==> config.mk <==
export PLATFORM = sky130hd
export DESIGN_NAME = encoder_period_speed_meter_core_flat
export DESIGN_NICKNAME = d
export VERILOG_FILES = /design/src/hw/rtl/epsm_pkg.sv /design/src/hw/rtl/epsm_in_if.sv /design/src/hw/rtl/epsm_out_if.sv /design/src/hw/rtl/epsm_queue.sv /design/src/hw/rtl/epsm_front.sv /design/src/hw/rtl/epsm_back.sv /design/src/hw/rtl/encoder_period_speed_meter_core.sv /design/src/flat_wrapper.sv
export SDC_FILE = /design/constraint.sdc
export NUM_CORES = 1
export LEC_CHECK = 0
export ABC_AREA = 1
export BUFFER_PORTS_ARGS = -buffer_cell sky130_fd_sc_hd__buf_4
export CELL_PAD_IN_SITES_DETAIL_PLACEMENT = 0
export CELL_PAD_IN_SITES_GLOBAL_PLACEMENT = 1
export CORE_MARGIN = 2
export CORE_UTILIZATION = 23
export CTS_CLUSTER_DIAMETER = 100
export CTS_CLUSTER_SIZE = 24
export DETAILED_ROUTE_END_ITERATION = 7
export PLACE_DENSITY_LB_ADDON = 0.2
export SYNTH_ARGS = -nofsm -noshare
export SYNTH_HDL_FRONTEND = slang
export SYNTH_HIERARCHICAL = 1
export SYNTH_SLANG_ARGS = --single-unit
==> constraint.sdc <==
create_clock -name clk -period 17.6 [get_ports clk]
set_input_delay 0 -clock clk [delete_from_list [all_inputs] [get_ports clk]]
set_output_delay 0 -clock clk [all_outputs]
set_load 0.005 [all_outputs]
==> src/hw/rtl/epsm_pkg.sv <==
// Package for the encoder period speed meter: codes, types and constants.
package epsm_pkg;

  // Input command codes
  localparam logic [1:0] CMD_CAPTURE  = 2'd0;
  localparam logic [1:0] CMD_OVERFLOW = 2'd1;
  localparam logic [1:0] CMD_CLEAR    = 2'd2;

  // Register indexes on the configuration port
  localparam logic [1:0] REG_SPAN    = 2'd0;
  localparam logic [1:0] REG_MAX_OVF = 2'd1;
  localparam logic [1:0] REG_SPEED_K = 2'd2;
  localparam logic [1:0] REG_DPP     = 2'd3;

  // Register reset values
  localparam logic [15:0] SPAN_RST    = 16'd65535;
  localparam logic [3:0]  MAX_OVF_RST = 4'd6;
  localparam logic [31:0] SPEED_K_RST = 32'd7915878;
  localparam logic [31:0] DPP_RST     = 32'd16085;

  // Saturation limits and special values
  localparam logic [3:0]  CNT_MAX   = 4'd15;
  localparam logic [23:0] SPEED_MAX = 24'hFF_FFFF;
  localparam logic [47:0] DIST_MAX  = 48'hFFFF_FFFF_FFFF;
  localparam logic [21:0] PER_STOP  = 22'h3F_FFFF;  // -1 in 22 bits
  localparam int          DIV_STEPS = 32;

  // Decoded operation carried from front to back
  typedef enum logic [1:0] {
    OP_CAPTURE,
    OP_OVERFLOW,
    OP_CLEAR,
    OP_NONE
  } op_t;

  typedef struct packed {
    op_t         op;
    logic        side;
    logic [15:0] cap;
  } q_entry_t;

  typedef struct packed {
    logic full;
    logic empty;
  } q_stat_t;

  typedef struct packed {
    logic [15:0] span;
    logic [3:0]  max_ovf;
    logic [31:0] speed_k;
    logic [31:0] dpp;
  } cfg_t;

  // Back end sequencer states
  typedef enum logic [1:0] {
    S_IDLE,
    S_CHECK,
    S_DIV,
    S_OUT
  } back_state_t;

endpackage

==> src/hw/rtl/epsm_in_if.sv <==
// Input item channel of the encoder period speed meter.
interface epsm_in_if;
  logic        valid;
  logic        ready;
  logic [1:0]  command;
  logic        side;
  logic [15:0] capture_value;

  modport source (output valid, command, side, capture_value, input ready);
  modport sink   (input valid, command, side, capture_value, output ready);
endinterface

==> src/hw/rtl/epsm_out_if.sv <==
// Result item channel of the encoder period speed meter.
interface epsm_out_if;
  logic        valid;
  logic        ready;
  logic [23:0] vel_left;
  logic [23:0] vel_right;
  logic [47:0] distance_left;
  logic [47:0] distance_right;
  logic        stopped_left;
  logic        stopped_right;

  modport source (output valid, vel_left, vel_right, distance_left, distance_right,
                  stopped_left, stopped_right, input ready);
  modport sink   (input valid, vel_left, vel_right, distance_left, distance_right,
                  stopped_left, stopped_right, output ready);
endinterface

==> src/hw/rtl/epsm_queue.sv <==
// Two-entry queue between the front end and the back end.
module epsm_queue (
  input  logic                clk,
  input  logic                rst_n,
  input  logic                push,
  input  epsm_pkg::q_entry_t  push_data,
  input  logic                pop,
  output epsm_pkg::q_entry_t  pop_data,
  output epsm_pkg::q_stat_t   stat
);
  import epsm_pkg::*;

  q_entry_t    mem_r [2];
  logic        wr_ptr_r, rd_ptr_r;
  logic [1:0]  count_r;
  logic        do_push, do_pop;

  assign stat.full  = (count_r == 2'd2);
  assign stat.empty = (count_r == 2'd0);
  assign do_push    = push && !stat.full;
  assign do_pop     = pop && !stat.empty;
  assign pop_data   = mem_r[rd_ptr_r];

  // Storage
  always_ff @(posedge clk) begin
    if (do_push) begin
      mem_r[wr_ptr_r] <= push_data;
    end
  end

  // Pointers and fill count
  always_ff @(posedge clk) begin
    if (!rst_n) begin
      wr_ptr_r <= 1'b0;
      rd_ptr_r <= 1'b0;
      count_r  <= 2'd0;
    end else begin
      if (do_push) wr_ptr_r <= ~wr_ptr_r;
      if (do_pop)  rd_ptr_r <= ~rd_ptr_r;
      case ({do_push, do_pop})
        2'b10:   count_r <= count_r + 2'd1;
        2'b01:   count_r <= count_r - 2'd1;
        default: count_r <= count_r;
      endcase
    end
  end

endmodule

==> src/hw/rtl/epsm_front.sv <==
// Front end: accepts input items, decodes the command and feeds the queue.
module epsm_front (
  input  logic                clk,
  input  logic                rst_n,
  epsm_in_if.sink             in_ch,
  output logic                push,
  output epsm_pkg::q_entry_t  push_data,
  input  epsm_pkg::q_stat_t   q_stat
);
  import epsm_pkg::*;

  logic     hold_valid_r, hold_valid_nxt;
  q_entry_t hold_r;
  q_entry_t dec;
  logic     accept;

  assign push         = hold_valid_r && !q_stat.full;
  assign push_data    = hold_r;
  assign in_ch.ready  = !hold_valid_r || !q_stat.full;
  assign accept       = in_ch.valid && in_ch.ready;

  // Command decode
  always_comb begin
    dec.side = in_ch.side;
    dec.cap  = in_ch.capture_value;
    unique case (in_ch.command)
      CMD_CAPTURE:  dec.op = OP_CAPTURE;
      CMD_OVERFLOW: dec.op = OP_OVERFLOW;
      CMD_CLEAR:    dec.op = OP_CLEAR;
      default:      dec.op = OP_NONE;
    endcase
  end

  always_comb begin
    hold_valid_nxt = hold_valid_r;
    if (accept) begin
      hold_valid_nxt = 1'b1;
    end else if (push) begin
      hold_valid_nxt = 1'b0;
    end
  end

  // Holding stage
  always_ff @(posedge clk) begin
    if (!rst_n) begin
      hold_valid_r <= 1'b0;
    end else begin
      hold_valid_r <= hold_valid_nxt;
    end
  end

  always_ff @(posedge clk) begin
    if (accept) begin
      hold_r <= dec;
    end
  end

endmodule

==> src/hw/rtl/epsm_back.sv <==
// Back end: wheel state update, serial speed divide and result register.
module epsm_back (
  input  logic                clk,
  input  logic                rst_n,
  input  epsm_pkg::cfg_t      cfg,
  input  logic                speed_k_wr,
  input  epsm_pkg::q_entry_t  ent,
  input  epsm_pkg::q_stat_t   q_stat,
  output logic                pop,
  epsm_out_if.source          out_ch
);
  import epsm_pkg::*;

  back_state_t state_r, state_nxt;

  // Per-wheel state
  logic [15:0] last_r [2], last_nxt [2];
  logic [3:0]  ovf_r  [2], ovf_nxt  [2];
  logic [21:0] per_r  [2], per_nxt  [2];
  logic [47:0] dist_r [2], dist_nxt [2];
  logic [23:0] spd_r  [2], spd_nxt  [2];
  logic [1:0]  dirty_r, dirty_nxt;

  // Divider
  logic        wheel_r, wheel_nxt;
  logic [4:0]  cnt_r, cnt_nxt;
  logic [20:0] rem_r, rem_nxt;
  logic [20:0] div_r, div_nxt;
  logic [31:0] quo_r, quo_nxt;
  logic [21:0] shifted;
  logic [22:0] diff;
  logic [31:0] q_step;

  // Output register
  logic        out_valid_r, out_valid_nxt;
  logic [23:0] o_spd_r [2];
  logic [47:0] o_dist_r [2];
  logic [1:0]  o_stop_r;
  logic        load_out;

  // Event arithmetic
  logic        w;
  logic [19:0] prod;
  logic [21:0] per_cap;
  logic [48:0] dist_sum;
  logic [3:0]  ovf_inc;
  logic        sel;

  assign w        = ent.side;
  assign prod     = 20'(ovf_r[w]) * 20'(cfg.span);
  assign per_cap  = 22'({6'd0, ent.cap}) - 22'({6'd0, last_r[w]}) + {2'd0, prod};
  assign dist_sum = {1'b0, dist_r[w]} + {17'd0, cfg.dpp};
  assign ovf_inc  = (ovf_r[w] == CNT_MAX) ? CNT_MAX : ovf_r[w] + 4'd1;
  assign sel      = !dirty_r[0];

  // One restoring divide step
  assign shifted = {rem_r, quo_r[31]};
  assign diff    = {1'b0, shifted} - {2'd0, div_r};
  assign q_step  = {quo_r[30:0], ~diff[22]};

  assign load_out = (state_r == S_OUT) && (!out_valid_r || out_ch.ready);

  // Sequencer: next state and datapath updates
  always_comb begin
    state_nxt = state_r;
    last_nxt  = last_r;
    ovf_nxt   = ovf_r;
    per_nxt   = per_r;
    dist_nxt  = dist_r;
    spd_nxt   = spd_r;
    dirty_nxt = dirty_r;
    wheel_nxt = wheel_r;
    cnt_nxt   = cnt_r;
    rem_nxt   = rem_r;
    div_nxt   = div_r;
    quo_nxt   = quo_r;
    pop       = 1'b0;
    unique case (state_r)
      S_IDLE: begin
        if (!q_stat.empty) begin
          pop       = 1'b1;
          state_nxt = S_CHECK;
          case (ent.op)
            OP_CAPTURE: begin
              dist_nxt[w]  = dist_sum[48] ? DIST_MAX : dist_sum[47:0];
              per_nxt[w]   = per_cap;
              last_nxt[w]  = ent.cap;
              ovf_nxt[w]   = 4'd0;
              dirty_nxt[w] = 1'b1;
            end
            OP_OVERFLOW: begin
              ovf_nxt[w] = ovf_inc;
              if (ovf_inc > cfg.max_ovf) begin
                per_nxt[w]   = PER_STOP;
                dirty_nxt[w] = 1'b1;
              end
            end
            OP_CLEAR: begin
              dist_nxt[0] = 48'd0;
              dist_nxt[1] = 48'd0;
            end
            default: ;
          endcase
        end
      end
      S_CHECK: begin
        if (dirty_r == 2'b00) begin
          state_nxt = S_OUT;
        end else if (per_r[sel][21] || per_r[sel] == 22'd0) begin
          // period not positive: speed is zero, no divide
          spd_nxt[sel]   = 24'd0;
          dirty_nxt[sel] = 1'b0;
        end else begin
          wheel_nxt = sel;
          div_nxt   = per_r[sel][20:0];
          rem_nxt   = 21'd0;
          quo_nxt   = cfg.speed_k;
          cnt_nxt   = 5'd0;
          state_nxt = S_DIV;
        end
      end
      S_DIV: begin
        rem_nxt = diff[22] ? shifted[20:0] : diff[20:0];
        quo_nxt = q_step;
        cnt_nxt = cnt_r + 5'd1;
        if (cnt_r == 5'(DIV_STEPS - 1)) begin
          spd_nxt[wheel_r]   = (|q_step[31:24]) ? SPEED_MAX : q_step[23:0];
          dirty_nxt[wheel_r] = 1'b0;
          state_nxt          = S_CHECK;
        end
      end
      S_OUT: begin
        if (load_out) begin
          state_nxt = S_IDLE;
        end
      end
      default: state_nxt = S_IDLE;
    endcase
    // a new speed constant invalidates both cached speeds
    if (speed_k_wr) begin
      dirty_nxt = 2'b11;
    end
  end

  always_comb begin
    out_valid_nxt = out_valid_r;
    if (load_out) begin
      out_valid_nxt = 1'b1;
    end else if (out_ch.ready) begin
      out_valid_nxt = 1'b0;
    end
  end

  // Control and wheel state registers
  always_ff @(posedge clk) begin
    if (!rst_n) begin
      state_r     <= S_IDLE;
      dirty_r     <= 2'b00;
      out_valid_r <= 1'b0;
      for (int i = 0; i < 2; i++) begin
        last_r[i] <= 16'd0;
        ovf_r[i]  <= 4'd0;
        per_r[i]  <= 22'd0;
        dist_r[i] <= 48'd0;
        spd_r[i]  <= 24'd0;
      end
    end else begin
      state_r     <= state_nxt;
      dirty_r     <= dirty_nxt;
      out_valid_r <= out_valid_nxt;
      last_r      <= last_nxt;
      ovf_r       <= ovf_nxt;
      per_r       <= per_nxt;
      dist_r      <= dist_nxt;
      spd_r       <= spd_nxt;
    end
  end

  // Divider datapath
  always_ff @(posedge clk) begin
    wheel_r <= wheel_nxt;
    cnt_r   <= cnt_nxt;
    rem_r   <= rem_nxt;
    div_r   <= div_nxt;
    quo_r   <= quo_nxt;
  end

  // Result payload
  always_ff @(posedge clk) begin
    if (load_out) begin
      for (int i = 0; i < 2; i++) begin
        o_spd_r[i]  <= spd_r[i];
        o_dist_r[i] <= dist_r[i];
        o_stop_r[i] <= per_r[i][21] || (per_r[i] == 22'd0);
      end
    end
  end

  assign out_ch.valid          = out_valid_r;
  assign out_ch.vel_left       = o_spd_r[0];
  assign out_ch.vel_right      = o_spd_r[1];
  assign out_ch.distance_left  = o_dist_r[0];
  assign out_ch.distance_right = o_dist_r[1];
  assign out_ch.stopped_left   = o_stop_r[0];
  assign out_ch.stopped_right  = o_stop_r[1];

endmodule

==> src/hw/rtl/encoder_period_speed_meter_core.sv <==
// Encoder period speed meter: top level with configuration registers.
//
// Input channel in_ch takes one event per item: a capture or a timer
// overflow for one wheel, or a clear of both distances. Every item gives
// exactly one result item on out_ch with speed, distance and stopped flag
// of both wheels.
// The front end registers and decodes each item into a two-entry queue; the
// back end applies it to the wheel state and recomputes the speed of any
// wheel whose period changed with a 32-step restoring divider, one quotient
// bit per cycle. An overflow or clear item needs no divide; a capture with
// a positive period passes through the divider before its result.
// A write of the speed_k register marks both speeds for recomputation, so
// the next item after it may need two divides.
// The back end handles one item at a time, with up to two divides each.
// A finished result waits in the output register while the back end takes
// the next queued item; if out_ch stalls, the queue fills and in_ch drops
// ready. Synchronous reset clears all wheel state: both wheels report
// stopped with zero speed and zero distance. Registers reset to their
// defaults and are written through the APB port; the user must write them
// only while the block is idle; the block does not enforce this.
module encoder_period_speed_meter_core (
  input  logic        clk,
  input  logic        rst_n,
  epsm_in_if.sink     in_ch,
  epsm_out_if.source  out_ch,
  input  logic        psel,
  input  logic        penable,
  input  logic        pwrite,
  input  logic [3:0]  paddr,
  input  logic [31:0] pwdata,
  output logic [31:0] prdata,
  output logic        pready
);
  import epsm_pkg::*;

  cfg_t       cfg_r;
  logic       cfg_wr;
  logic       speed_k_wr;
  logic [1:0] reg_idx;
  logic       push, pop;
  q_entry_t   push_data, pop_data;
  q_stat_t    q_stat;

  assign pready     = 1'b1;
  assign reg_idx    = paddr[3:2];
  assign cfg_wr     = psel && penable && pwrite && pready;
  assign speed_k_wr = cfg_wr && (reg_idx == REG_SPEED_K);

  // Configuration registers
  always_ff @(posedge clk) begin
    if (!rst_n) begin
      cfg_r.span    <= SPAN_RST;
      cfg_r.max_ovf <= MAX_OVF_RST;
      cfg_r.speed_k <= SPEED_K_RST;
      cfg_r.dpp     <= DPP_RST;
    end else if (cfg_wr) begin
      unique case (reg_idx)
        REG_SPAN:    cfg_r.span    <= pwdata[15:0];
        REG_MAX_OVF: cfg_r.max_ovf <= pwdata[3:0];
        REG_SPEED_K: cfg_r.speed_k <= pwdata;
        REG_DPP:     cfg_r.dpp     <= pwdata;
        default:     ;
      endcase
    end
  end

  // Register readback
  always_comb begin
    unique case (reg_idx)
      REG_SPAN:    prdata = {16'd0, cfg_r.span};
      REG_MAX_OVF: prdata = {28'd0, cfg_r.max_ovf};
      REG_SPEED_K: prdata = cfg_r.speed_k;
      REG_DPP:     prdata = cfg_r.dpp;
      default:     prdata = 32'd0;
    endcase
  end

  epsm_front u_front (
    .clk       (clk),
    .rst_n     (rst_n),
    .in_ch     (in_ch),
    .push      (push),
    .push_data (push_data),
    .q_stat    (q_stat)
  );

  epsm_queue u_queue (
    .clk       (clk),
    .rst_n     (rst_n),
    .push      (push),
    .push_data (push_data),
    .pop       (pop),
    .pop_data  (pop_data),
    .stat      (q_stat)
  );

  epsm_back u_back (
    .clk        (clk),
    .rst_n      (rst_n),
    .cfg        (cfg_r),
    .speed_k_wr (speed_k_wr),
    .ent        (pop_data),
    .q_stat     (q_stat),
    .pop        (pop),
    .out_ch     (out_ch)
  );

endmodule

==> src/flat_wrapper.sv <==
// flat-port wrapper written by rule: the top's interface ports become plain ports
module encoder_period_speed_meter_core_flat import epsm_pkg::*;
  (clk, rst_n, psel, penable, pwrite, paddr, pwdata, prdata, pready, in_ch_valid, in_ch_command, in_ch_side, in_ch_capture_value, in_ch_ready, out_ch_valid, out_ch_vel_left, out_ch_vel_right, out_ch_distance_left, out_ch_distance_right, out_ch_stopped_left, out_ch_stopped_right, out_ch_ready);
  epsm_in_if in_ch_i ();
  epsm_out_if out_ch_i ();
  input  logic clk;
  input  logic rst_n;
  input  logic psel;
  input  logic penable;
  input  logic pwrite;
  input  logic [3:0] paddr;
  input  logic [31:0] pwdata;
  output logic [31:0] prdata;
  output logic pready;
  input wire logic [$bits(in_ch_i.valid)-1:0] in_ch_valid;
  input wire logic [$bits(in_ch_i.command)-1:0] in_ch_command;
  input wire logic [$bits(in_ch_i.side)-1:0] in_ch_side;
  input wire logic [$bits(in_ch_i.capture_value)-1:0] in_ch_capture_value;
  output wire logic [$bits(in_ch_i.ready)-1:0] in_ch_ready;
  output wire logic [$bits(out_ch_i.valid)-1:0] out_ch_valid;
  output wire logic [$bits(out_ch_i.vel_left)-1:0] out_ch_vel_left;
  output wire logic [$bits(out_ch_i.vel_right)-1:0] out_ch_vel_right;
  output wire logic [$bits(out_ch_i.distance_left)-1:0] out_ch_distance_left;
  output wire logic [$bits(out_ch_i.distance_right)-1:0] out_ch_distance_right;
  output wire logic [$bits(out_ch_i.stopped_left)-1:0] out_ch_stopped_left;
  output wire logic [$bits(out_ch_i.stopped_right)-1:0] out_ch_stopped_right;
  input wire logic [$bits(out_ch_i.ready)-1:0] out_ch_ready;
  assign in_ch_i.valid = in_ch_valid;
  assign in_ch_i.command = in_ch_command;
  assign in_ch_i.side = in_ch_side;
  assign in_ch_i.capture_value = in_ch_capture_value;
  assign in_ch_ready = in_ch_i.ready;
  assign out_ch_valid = out_ch_i.valid;
  assign out_ch_vel_left = out_ch_i.vel_left;
  assign out_ch_vel_right = out_ch_i.vel_right;
  assign out_ch_distance_left = out_ch_i.distance_left;
  assign out_ch_distance_right = out_ch_i.distance_right;
  assign out_ch_stopped_left = out_ch_i.stopped_left;
  assign out_ch_stopped_right = out_ch_i.stopped_right;
  assign out_ch_i.ready = out_ch_ready;
  encoder_period_speed_meter_core u_core (.clk(clk), .rst_n(rst_n), .in_ch(in_ch_i), .out_ch(out_ch_i), .psel(psel), .penable(penable), .pwrite(pwrite), .paddr(paddr), .pwdata(pwdata), .prdata(prdata), .pready(pready));
endmodule
## Word level (Yosys, flattened, before mapping)

Memories as Yosys holds them, arrays and structs flattened. A register that Yosys moved wholly into a read port is not among the register bits.
Cells that the tools add are included.

| word-level totals | value |
|---|---|
| flip-flop bits (word level) | 423 |
| RAM bits | 182 |
| input port bits | 62 |
| output and inout bits | 181 |
| word-level logic and storage cells | 242 |
| memories kept | 3 |

| cells by class | value |
|---|---|
| add/subtract/negate cells | 8 |
| multipliers | 1 |
| magnitude comparators | 13 |
| eq/ne operators | 29 |
| multiplexer cells | 85 |
| bitwise operators | 19 |
| reduce and logical (&&, ||, !) cells | 54 |

Memories:

| name | words | bits a word | read ports | clocked after Yosys merged registers in | write ports | RTL line | text |
|---|---|---|---|---|---|---|---|
| u_core.u_back.o_dist_r | 2 | 48 | 2 | 0 | 2 | epsm_back.sv:37 | `logic [47:0] o_dist_r [2];` |
| u_core.u_back.o_spd_r | 2 | 24 | 2 | 0 | 2 | epsm_back.sv:36 | `logic [23:0] o_spd_r [2];` |
| u_core.u_queue.mem_r | 2 | 19 | 1 | 1 | 1 | epsm_queue.sv:13 | `q_entry_t mem_r [2];` |

Operators with widths:

| operator | count |
|---|---|
| 48-bit 2-to-1 mux | 8 |
| 96-bit case mux with 2 select lines | 1 |
| 32-bit case mux with 4 select lines | 1 |
| 96-bit bitwise mux | 1 |
| 48-bit case mux with 2 select lines | 1 |
| 22-bit 2-to-1 mux | 4 |
| 44-bit case mux with 2 select lines | 1 |
| 24-bit 2-to-1 mux | 3 |
| 22-bit logical NOT | 3 |
| 16-bit 2-to-1 mux | 4 |
| 32-bit 2-to-1 mux | 2 |
| 32-bit case mux with 2 select lines | 1 |
| 21-bit 2-to-1 mux | 3 |
| 48-bit by 32-bit adder with 49-bit output | 1 |
| 48-bit AND | 1 |
| 48-bit bitwise mux | 1 |
| 24-bit demux with 1-bit select | 2 |
| 48-bit demux with 1-bit select | 1 |
| 48-bit inverter | 1 |
| 44-bit bitwise mux | 1 |
| 44-bit 2-to-1 mux | 1 |
| 44-bit bitwise OR | 1 |
| 21-bit case mux with 2 select lines | 1 |
| 32-bit bitwise mux | 1 |
| 54 further kinds | 164 |

## Depth between registers and ports, before layout

Gate-level depths: netlist of the first run.

| depth | value |
|---|---|
| depth in word-level cells | 12 |
| mapped depth | 33 |
| gate-level depth less buffers | 30 |

## Cells and area by module

Netlist of the first run, hierarchy kept.

By module, submodules not included:

| module | instances | cells each | area each (µm²) | seq. area each (µm²) |
|---|---|---|---|---|
| epsm_back | 1 | 3605 | 27057.2 | 11451.0 |
| encoder_period_speed_meter_core | 1 | 551 | 3768.6 | 1681.6 |
| epsm_queue | 1 | 99 | 1672.9 | 1241.2 |
| epsm_front | 1 | 29 | 633.1 | 590.6 |

## Worst setup path after synthesis of the first run

Ideal clock, no wire load.

| timing | value |
|---|---|
| path type | register to register |
| start point | register u_core.u_back.state_r[0] |
| end point | memory u_core.u_back.o_dist_r[0][0] (enable) |
| library setup time | 0.699 ns |
| data arrival time | 7.601 ns |
| data required time | 16.901 ns |
| path slack | 9.300 ns |
| stages on the path, launching flop included | 4 |
| buffers on the path | 0 |
| clock period less this slack | 8.300 ns |
| path through | dfxtp_1 ha_1 inv_1 a21oi_1 |

RTL lines:

| item | RTL line | text |
|---|---|---|
| start: declaration | epsm_back.sv:14 | `back_state_t state_r, state_nxt;` |
| start signal: assignment | epsm_back.sv:168 | `state_r <= state_nxt;` |
| end: declaration | epsm_back.sv:37 |  |

==> flow_summary.yaml, run 1 <==
cts:
  clockRootBuffer: "clkbuf_16"
  cts_tree: "yes"
  cts_made_buffers: 38
  insertion_delay_ns: 0.64
  clock_sinks: 606
  cts_buffer_depth: 3
  clk_pin_slew_ns: 0.10
  post-cts-setup-buffer-count: 0
  htreeDepth: 2
logic_synthesis:
  synth_area_per_cell_sq_um: 7.734
  yosysMostFrequentCell: "nand2_1"
  yosys.area.top_type: "edfxtp_1"
  synth-async-reset-ratio: 0
  synth-main-ff-cell: "dfxtp_1"
  synth_commonest_cells: "1,251 x nand2_1, 468 x inv_1, 393 x nor2_1"
  synthTopCellsByArea: "edfxtp_1 26%, dfxtp_1 20%, nand2_1 14%, inv_1 5.3%, a21oi_1 4.9%"
  synth_top_family_by_area: "simple AND/OR/NAND/NOR gates"
  synth_top_area_share: 0.2565
  ys_seq_area_frac: 0.4517
  synth_mux_area_frac: 0.007591
  syn_inst: 4284
  syn_area_sq_mm: 0.03313
  yosys_register_bits: 606
  synthAdderAreaFrac: 0.06692
  synth_compound_area_frac: 0.1042
  yosys.area_share.simple: 0.2704
  synthesis.nets: 4504
  synth_cell_types: 55
  synth_xor_area_frac: 0.01930
  synth-edff-count: 283
  yosys_warnings: 6
grt:
  grt_remaining_overflow: 0
  grt_util_met2: 0.2275
  grt_busiest_layer: "met1"
  use_met3: 0.02010
  grt_pass1_wl_um: 174500
  antenna_found_initial: 10
  grt_max_degree: 106
  track_usage: 0.1538
  grtUsageMet1: 0.2369
  grt_pass1_vias: 27120
worst_setup_path:
  reg2reg_to: "u_core/u_back/per_r[19]"
  worstSetupPathType: "flip-flop to flip-flop"
  crit_slowest_cell: "buf_4"
  crit_fanout: 61
  reg2reg_depth: 28
  r2r_setup_slack_ns: 10.63
  timing.critical_path.mode_cell: "nand2_1"
  slowest_delay_ns: 0.62
  cp.arrival_ns: 7.52
  endpoint_kind: "flip-flop"
  required_ns: 18.15
  setup.worst_path.start_class: "flip-flop"
route:
  drt_iter0_drc: 1979
  via_per_inst: 4.430
  wl_per_cell_um: 18.12
  detail-route-antenna-nets: 0
  vias: 28430
  finalWirelength_um: 116300
  drt_pass1_iterations: 5
  drc: 0
place:
  io_buffer_count: 239
  place_hpwl_um: 86010
  post-place-ws_ns: 10.57
  gp_congestion: 0.8434
timing:
  hold_viol: 0
  finalCriticalPeriod_ns: 6.971
  setup_tns_ns: 0
  tightest_slew_ns: 1.134
  rsz0062_at_grt: "false"
  maxSlewHeadroom: 0.2443
  slew_viol_final: 0
  setup_viol: 0
  setup_slack_ns: 10.63
  skew_ns: 0.04124
  finalCritPeriodShare: 0.3961
  fmax_mhz: 143.5
pwr:
  seq_power_share: 0.370
  clockPowerShare: 0.226
  p_per_area_mw_per_mm2: 118.8
  power.leakage_nw: 16.60
  switching_share: 0.4104
  ir_drop_mv: 0.07540
  p_switching_mw: 1.890
  p_int_mw: 2.716
  p_comb_frac: 0.404
cells_and_area:
  area_delta_synth_final_pct: 16.98
  drive_above_1_share: 0.09774
  layout.nets: 4702
floorplan:
  ios: 243
  start_util: 0.2312
  die_h_um: 383.5
  dieArea_sq_mm: 0.1471
  fp.dieW_um: 383.5
  num_rows: 139
  core_sq_mm: 0.1433
job:
  drv_cap: 0
worst_hold_path:
  hold_path_class: "primary input to flip-flop"
  hold_path_depth: 2
  min_to: "u_core/u_front/push_data[2]"
  hp-start: "in_ch_capture_value[2]"
outcome:
  outcome: "completed"
-- placed cells by master, fill, tap and decap left out, types with 16 or more instances in the layout --
master,count
a22o_1,16
nand4_1,90
a31oi_1,24
dfxtp_1,322
o21ai_1,20
clkbuf_16,42
inv_1,466
or2_2,17
nor2_1,389
o21ai_0,202
nand2_1,1251
edfxtp_1,283
ha_1,126
fa_1,32
a21oi_1,321
dlygate4sd3_1,62
buf_4,271
nand2_2,22
nand3_1,282
xnor2_1,29
xor2_1,44
-- critical path: cells and delay by family, from the launching register on --
| family | cells | cell delay (ns) |
|---|---|---|
| adders and majority gates | 4 | 1.72 |
| and+or+nand+nor | 11 | 1.71 |
| AOI/OAI and AO/OA | 7 | 1.41 |
| buffers and inverters | 5 | 1.28 |
| muxes | 1 | 0.41 |
| DFF | 1 | 0.32 |
-- registers in the layout, summed over array words and instances (netlist names), 32 cells and up, named ones only --
| signal | cells |
|---|---|
| u_core/u_back/dist_r | 96 |
| u_core/u_back/o_dist_r | 96 |
| u_core/cfg_r | 84 |
| u_core/u_back/o_spd_r | 48 |
| u_core/u_back/spd_r | 48 |
| u_core/u_back/per_r | 44 |
| u_core/u_queue/mem_r | 38 |
| u_core/u_back/last_r | 32 |
| u_core/u_back/quo_r | 32 |
-- per-stage QoR --
stage | hold WS [ns] | area (sq um) | util | instances | power, mW
floorplan | 0.09887 | 33130 | - | 4284 | 2.993
global placement | 0.1814 | 36790 | 0.2567 | 6283 | 3.613
detailed placement | 0.1795 | 36790 | 0.2567 | 6283 | 3.604
CTS | 0.03861 | 38750 | 0.2704 | 6415 | 4.688
global route | 0.07005 | 38750 | 0.2704 | 6416 | 4.964
finish | 0.09388 | 38760 | 0.2704 | 6417 | 4.606
-- how the worst max path moves through the flow --
stage	cells past startpoint	endpoint	slack, ns	from
4_1_cts	29	u_core/u_back/per_r[41]	10.54	flip-flop
3_5_place_dp	29	u_core/u_back/per_r[41]	10.57	flip-flop
2_1_floorplan	3	u_core/u_back/o_dist_r[0][0]	9.30	u_core/u_back/state_r[0]
6_report	28	u_core/u_back/per_r[19]	10.63	flip-flop
5_1_grt	30	u_core/u_back/per_r[20]	10.00	flip-flop
3_3_place_gp	29	u_core/u_back/per_r[19]	10.58	flip-flop
-- logic make-up (layout without fill, tap and decap cells) --
logic type,after synthesis,after routing
AO/OA/AOI/OAI,642,642
multiplexers,19,19
adder cells (fa/ha/maj),158,158
other,1,3
buffers and inverters,654,882
AND/OR/NAND/NOR,2131,2131
flip-flops,606,606
XOR/XNOR,73,73
-- metal layers --
layer  up-vias  share of wire
li1      14400              -
met1     13440           0.52
met2       507           0.42
met3        79          0.042
met4        10          0.015
met5         -        0.00051
-- timing repair --
action	4_1_cts	5_1_grt
setup endpoints to repair	0	0
hold buffers	62	0
resized for setup	0	0
hold endpoints to repair	126	0
-- final cells by class --
type	instances	area, sq um
Clock inverter	16	211.5
Fill cell	15800	104600
Sequential cell	606	14970
Timing Repair Buffer	333	2655
Clock buffer	54	1127
Tap cell	1903	2381
Inverter	479	1804
Multi-Input combinational cell	3024	15610
Antenna cell	2	5.005
-- power groups by stage --
stage / clock network (mW) / logic, mW / registers (mW)
detailed placement: 0 / 1.86 / 1.74
CTS: 1.09 / 1.88 / 1.71
floorplan: 0 / 1.26 / 1.73
global route: 1.13 / 2.11 / 1.72
global placement: 0 / 1.87 / 1.74
finish: 1.04 / 1.86 / 1.71
Note: power is estimated with default switching activity, not from simulation.
==> run 2: changes to the inputs <==
Clock period 17.6 ns to 5.6 ns, I/O delays scaled along.
==> flow_summary.yaml, run 2 (synthesized netlist as in run 1, its figures left out) <==
pwr:
  p_int_mw: 9.406
  clockPowerShare: 0.202
  switching_share: 0.4016
  p_comb_frac: 0.458
  ir_drop_mv: 0.3731
  power.leakage_nw: 17.06
  seq_power_share: 0.340
  p_switching_mw: 6.313
  p_per_area_mw_per_mm2: 396.8
worst_setup_path:
  required_ns: 6.12
  crit_slowest_cell: "fa_1"
  crit_cells: 26
  timing.critical_path.mode_cell: "buf_4"
  reg2reg_depth: 26
  setup.worst_path.start_class: "flip-flop"
  r2r_setup_slack_ns: 0.26
  worstSetupPathType: "flip-flop to flip-flop"
  slowest_delay_ns: 0.53
  cp.arrival_ns: 5.85
  cp_top_family: "adder cells"
  crit_buf_inv: 7
  endpoint_kind: "flip-flop"
  reg2reg_to: "u_core/u_back/per_r[13]"
  crit_fanout: 8
cts:
  htreeDepth: 2
  cts_buffer_depth: 3
  cts_tree: "yes"
  cts_made_buffers: 37
  insertion_delay_ns: 0.63
  clk_pin_slew_ns: 0.10
  clock_sinks: 606
  clockRootBuffer: "clkbuf_16"
route:
  via_per_inst: 4.448
  wl_per_cell_um: 18.39
  drt_pass1_iterations: 5
  drt_iter0_drc: 2085
  detail-route-antenna-nets: 0
  drc: 0
  vias: 28980
  finalWirelength_um: 119800
worst_hold_path:
  hp-start: "psel"
  min_to: "u_core/cfg_r[10]"
  hold_path_depth: 6
  hold_path_class: "primary input to flip-flop"
timing:
  setup_viol: 0
  fmax_mhz: 187.4
  skew_ns: 0.03776
  maxSlewHeadroom: 0.2652
  slew_viol_final: 0
  tightest_slew_ns: 1.102
  finalCriticalPeriod_ns: 5.336
  setup_tns_ns: 0
  hold_viol: 0
  finalCritPeriodShare: 0.9529
place:
  place_hpwl_um: 90070
  gp_congestion: 0.8477
  dpl_cell_area_sq_mm: 0.03742
  io_buffer_count: 239
grt:
  grt_pass1_vias: 27680
  antenna_found_initial: 6
  track_usage: 0.1586
  grt_max_degree: 98
  grt_remaining_overflow: 0
  grt_pass1_wl_um: 179900
cells_and_area:
  top_regs: "u_core/u_back/dist_r x96, u_core/u_back/o_dist_r x96, u_core/cfg_r x84"
  final_area_sq_mm: 0.03962
  final_common_cell: "nand2_1"
  drive_above_1_share: 0.1231
  layout.nets: 4798
  mostFrequentLayoutCells: "1,246 x nand2_1, 466 x inv_1, 384 x nor2_1"
  area_delta_synth_final_pct: 19.58
floorplan:
  fp.dieW_um: 383.5
  core_sq_mm: 0.1433
  die_h_um: 383.5
  start_util: 0.2312
  ios: 243
  num_rows: 139
  dieArea_sq_mm: 0.1471
job:
  drv_cap: 0
outcome:
  outcome: "completed"
==> run 2: how the worst max path moves through the flow <==
stage,start,endpoint,slack [ns]
final,flip-flop,u_core/u_back/per_r[13],0.26
after global routing,u_core/u_queue/mem_r[0][16],u_core/u_back/per_r[19],-0.002
after CTS,flip-flop,u_core/u_back/per_r[41],0.03
after detailed placement,flip-flop,u_core/u_back/per_r[41],0.08
after global placement,flip-flop,u_core/u_back/per_r[39],0.16
after floorplan,flip-flop,u_core/u_back/per_r[35],0.02
==> run 2: area by class of cell <==
class	instances	area, sq um
diodes	5	12.51
clock buffers	53	1070
clock inverters	15	193.9
fillers	15750	103700
inverters	479	1803
multi-input cells	3024	15770
flip-flops and latches	606	14970
well taps	1903	2381
repair buffers	430	3422
==> run 2: repair_timing <==
action / CTS / global route
hold endpoints to repair: 159 / 0
buffers inserted: 0 / 11
gates resized for setup: 0 / 48
hold buffers: 64 / 0
setup endpoints to repair: 0 / 26
==> run 2: worst register-to-register path: stages (launching register included) <==
cell	delay, ns
dfxtp_2	0.36
mux2_4	0.34
buf_4	0.17
o21ai_2	0.20
buf_6	0.17
buf_4	0.13
nor2_1	0.05
fa_1	0.53
inv_1	0.05
fa_1	0.52
inv_1	0.05
ha_1	0.30
or2_2	0.30
nand2_2	0.10
o21ai_1	0.09
buf_4	0.16
xor2_1	0.14
ha_1	0.33
buf_4	0.16
a21o_1	0.17
nand2_1	0.07
nand2_1	0.06
o21bai_1	0.18
o21bai_1	0.18
or2_2	0.29
nand3_1	0.08
a21oi_1	0.07
==> run 2: routing by layer <==
layer	vias up	routed length (um)	GRT usage
met5	-	22	0
met4	4	2357	0.03493
met3	88	4590	0.01781
met2	550	50130	0.2333
met1	13760	62710	0.2448
li1	14580	-	-
==> run 2: per-stage QoR <==
stage,setup WS [ns],power [mW],cells,hold slack [ns],utilization
2_1_floorplan,0.02448,9.378,4284,0.09887,-
3_3_place_gp,0.1628,12.31,6366,0.1810,0.2611
3_5_place_dp,0.08098,12.28,6366,0.1801,0.2611
4_1_cts,0.03002,15.60,6498,0.006419,0.2744
5_1_grt,-0.002216,16.91,6512,0.05647,0.2764
6_report,0.2640,15.72,6515,0.06373,0.2765
==> run 2: power groups by stage <==
stage          logic, mW  registers (mW)  clock network, mW
2_1_floorplan       3.98            5.40                  0
6_report            7.20            5.35               3.17
3_5_place_dp        6.83            5.45                  0
4_1_cts             6.90            5.36               3.35
3_3_place_gp        6.86            5.45                  0
5_1_grt             8.04            5.39               3.49
==> run 3: changes to the inputs <==
Settings changed: PLACE_DENSITY_LB_ADDON 0.2 to 0.12.
==> flow_summary.yaml, run 3 (synthesized netlist as in run 1, its figures left out) <==
pwr:
  p_comb_frac: 0.460
  power.leakage_nw: 17.15
  p_int_mw: 9.648
  ir_drop_mv: 0.2831
  p_switching_mw: 6.540
  p_per_area_mw_per_mm2: 405.4
  clockPowerShare: 0.210
  seq_power_share: 0.330
  switching_share: 0.4040
floorplan:
  ios: 243
  die_h_um: 383.5
  dieArea_sq_mm: 0.1471
  start_util: 0.2312
  core_sq_mm: 0.1433
  num_rows: 139
  fp.dieW_um: 383.5
worst_setup_path:
  setup.worst_path.start_class: "flip-flop"
  required_ns: 6.13
  crit_slowest_cell: "fa_1"
  endpoint_kind: "flip-flop"
  reg2reg_to: "u_core/u_back/per_r[38]"
  reg2reg_depth: 27
  crit_fanout: 7
  cp.arrival_ns: 5.79
  slowest_delay_ns: 0.52
  endpoint: "u_core/u_back/per_r[38]"
  worstSetupPathType: "flip-flop to flip-flop"
  r2r_setup_slack_ns: 0.35
timing:
  setup_slack_ns: 0.3460
  hold_viol: 0
  tightest_slew_ns: 1.093
  finalCritPeriodShare: 0.9382
  setup_tns_ns: 0
  skew_ns: 0.05653
  finalCriticalPeriod_ns: 5.254
  fmax_mhz: 190.3
  setup_viol: 0
  maxSlewHeadroom: 0.2709
  slew_viol_final: 0
job:
  drv_cap: 0
cells_and_area:
  top_regs: "u_core/u_back/dist_r x96, u_core/u_back/o_dist_r x96, u_core/cfg_r x84"
  mostFrequentLayoutCells: "1,244 x nand2_1, 464 x inv_1, 384 x nor2_1"
  n_fill_cell: 15750
  drive_above_1_share: 0.1289
  final_common_cell: "nand2_1"
  area_delta_synth_final_pct: 20.51
  layout.nets: 4814
grt:
  grt_remaining_overflow: 0
  track_usage: 0.1624
  grt_pass1_vias: 28100
  grt_max_degree: 99
  grt_pass1_wl_um: 183200
  antenna_found_initial: 8
cts:
  cts_made_buffers: 39
  clk_pin_slew_ns: 0.09
  cts_tree: "yes"
  cts_buffer_depth: 3
  clock_sinks: 606
  clockRootBuffer: "clkbuf_16"
  insertion_delay_ns: 0.68
  htreeDepth: 2
worst_hold_path:
  hold_path_depth: 2
  hold_path_class: "primary input to flip-flop"
route:
  wl_per_cell_um: 18.68
  drt_pass1_iterations: 6
  vias: 28750
  finalWirelength_um: 122100
  detail-route-antenna-nets: 0
  drt_iter0_drc: 2036
  via_per_inst: 4.400
  drc: 0
place:
  io_buffer_count: 239
  gp_congestion: 0.8142
  place_hpwl_um: 90450
  post-place-ws_ns: 0.004388
outcome:
  outcome: "completed"
run 3: cell count changes in the layout (fill, tap and decap cells not counted), moves of 3 or more:
cell	before	now
buf_4	360	374
clkinv_2	0	3
clkinv_8	1	4
ha_1	123	120
ha_4	3	6
nand2_2	26	29
run 3: metrics by stage:
stage	instances	area, sq um	power [mW]	util	hold slack [ns]
final	6534	39930	16.19	0.2786	0.07859
after global routing	6529	39910	17.44	0.2785	0.04452
after CTS	6520	39610	16.14	0.2764	0.01840
after detailed placement	6383	37560	12.59	0.2621	0.1794
after global placement	6383	37560	12.66	0.2621	0.1799
after floorplan	4284	33140	9.378	-	0.09887
run 3: worst min-delay path by stage:
stage | to | slack, ns | startpoint
after global placement | u_core/u_front/push_data[10] | 0.18 | in_ch_capture_value[10]
after floorplan | u_core/u_front/push_data[0] | 0.1 | in_ch_capture_value[0]
after CTS | u_core/u_front/push_data[8] | 0.02 | in_ch_capture_value[8]
after detailed placement | u_core/u_front/push_data[10] | 0.18 | in_ch_capture_value[10]
final | u_core/u_front/push_data[18] | 0.08 | in_ch_command[1]
after global routing | u_core/u_front/push_data[14] | 0.04 | in_ch_capture_value[14]
run 3: critical path, delay by kind of cell (launching register included):
family | cells | cell delay, ns
flops | 1 | 0.34
simple gates | 12 | 1.85
xor+xnor | 1 | 0.15
compound gates | 3 | 0.22
fa+ha+maj | 4 | 1.65
buf+inv | 6 | 0.68
mux | 1 | 0.26
run 3: what timing repair did:
item                                    CTS  global route
hold buffers                             65             0
endpoints found under the hold margin   144             0
pin swaps                                 1            18
gates resized for setup                   2            54
endpoints found under the setup margin    2            26
buffers inserted                          0             8
run 3: routing by layer:
metal,GRT usage,vias up,share of wire
met1,0.2485,13540,0.52
met2,0.2403,492,0.42
met4,0.03203,6,0.016
met5,0,-,0.00028
li1,-,14630,-
met3,0.02226,88,0.040
run 3: power groups by stage:
| stage | clock network (mW) | logic, mW | registers (mW) |
|---|---|---|---|
| after floorplan | 0 | 3.98 | 5.40 |
| after global placement | 0 | 7.22 | 5.44 |
| after detailed placement | 0 | 7.15 | 5.44 |
| after CTS | 3.56 | 7.23 | 5.35 |
| after global routing | 3.69 | 8.36 | 5.39 |
| final | 3.39 | 7.45 | 5.34 |
run 3: area by class of cell:
| cell class | count | area, sq um | area share |
|---|---|---|---|
| repair buffers | 444 | 3537 | 0.08859 |
| clock inverters | 22 | 355.3 | 0.008900 |
| inverters | 479 | 1808 | 0.04528 |
| multi-input cells | 3024 | 15830 | 0.3964 |
| flip-flops and latches | 606 | 14970 | 0.3749 |
| clock buffers | 50 | 1037 | 0.02598 |
| diodes | 6 | 15.01 | 0.0003761 |
| well taps | 1903 | 2381 | 0.05964 |
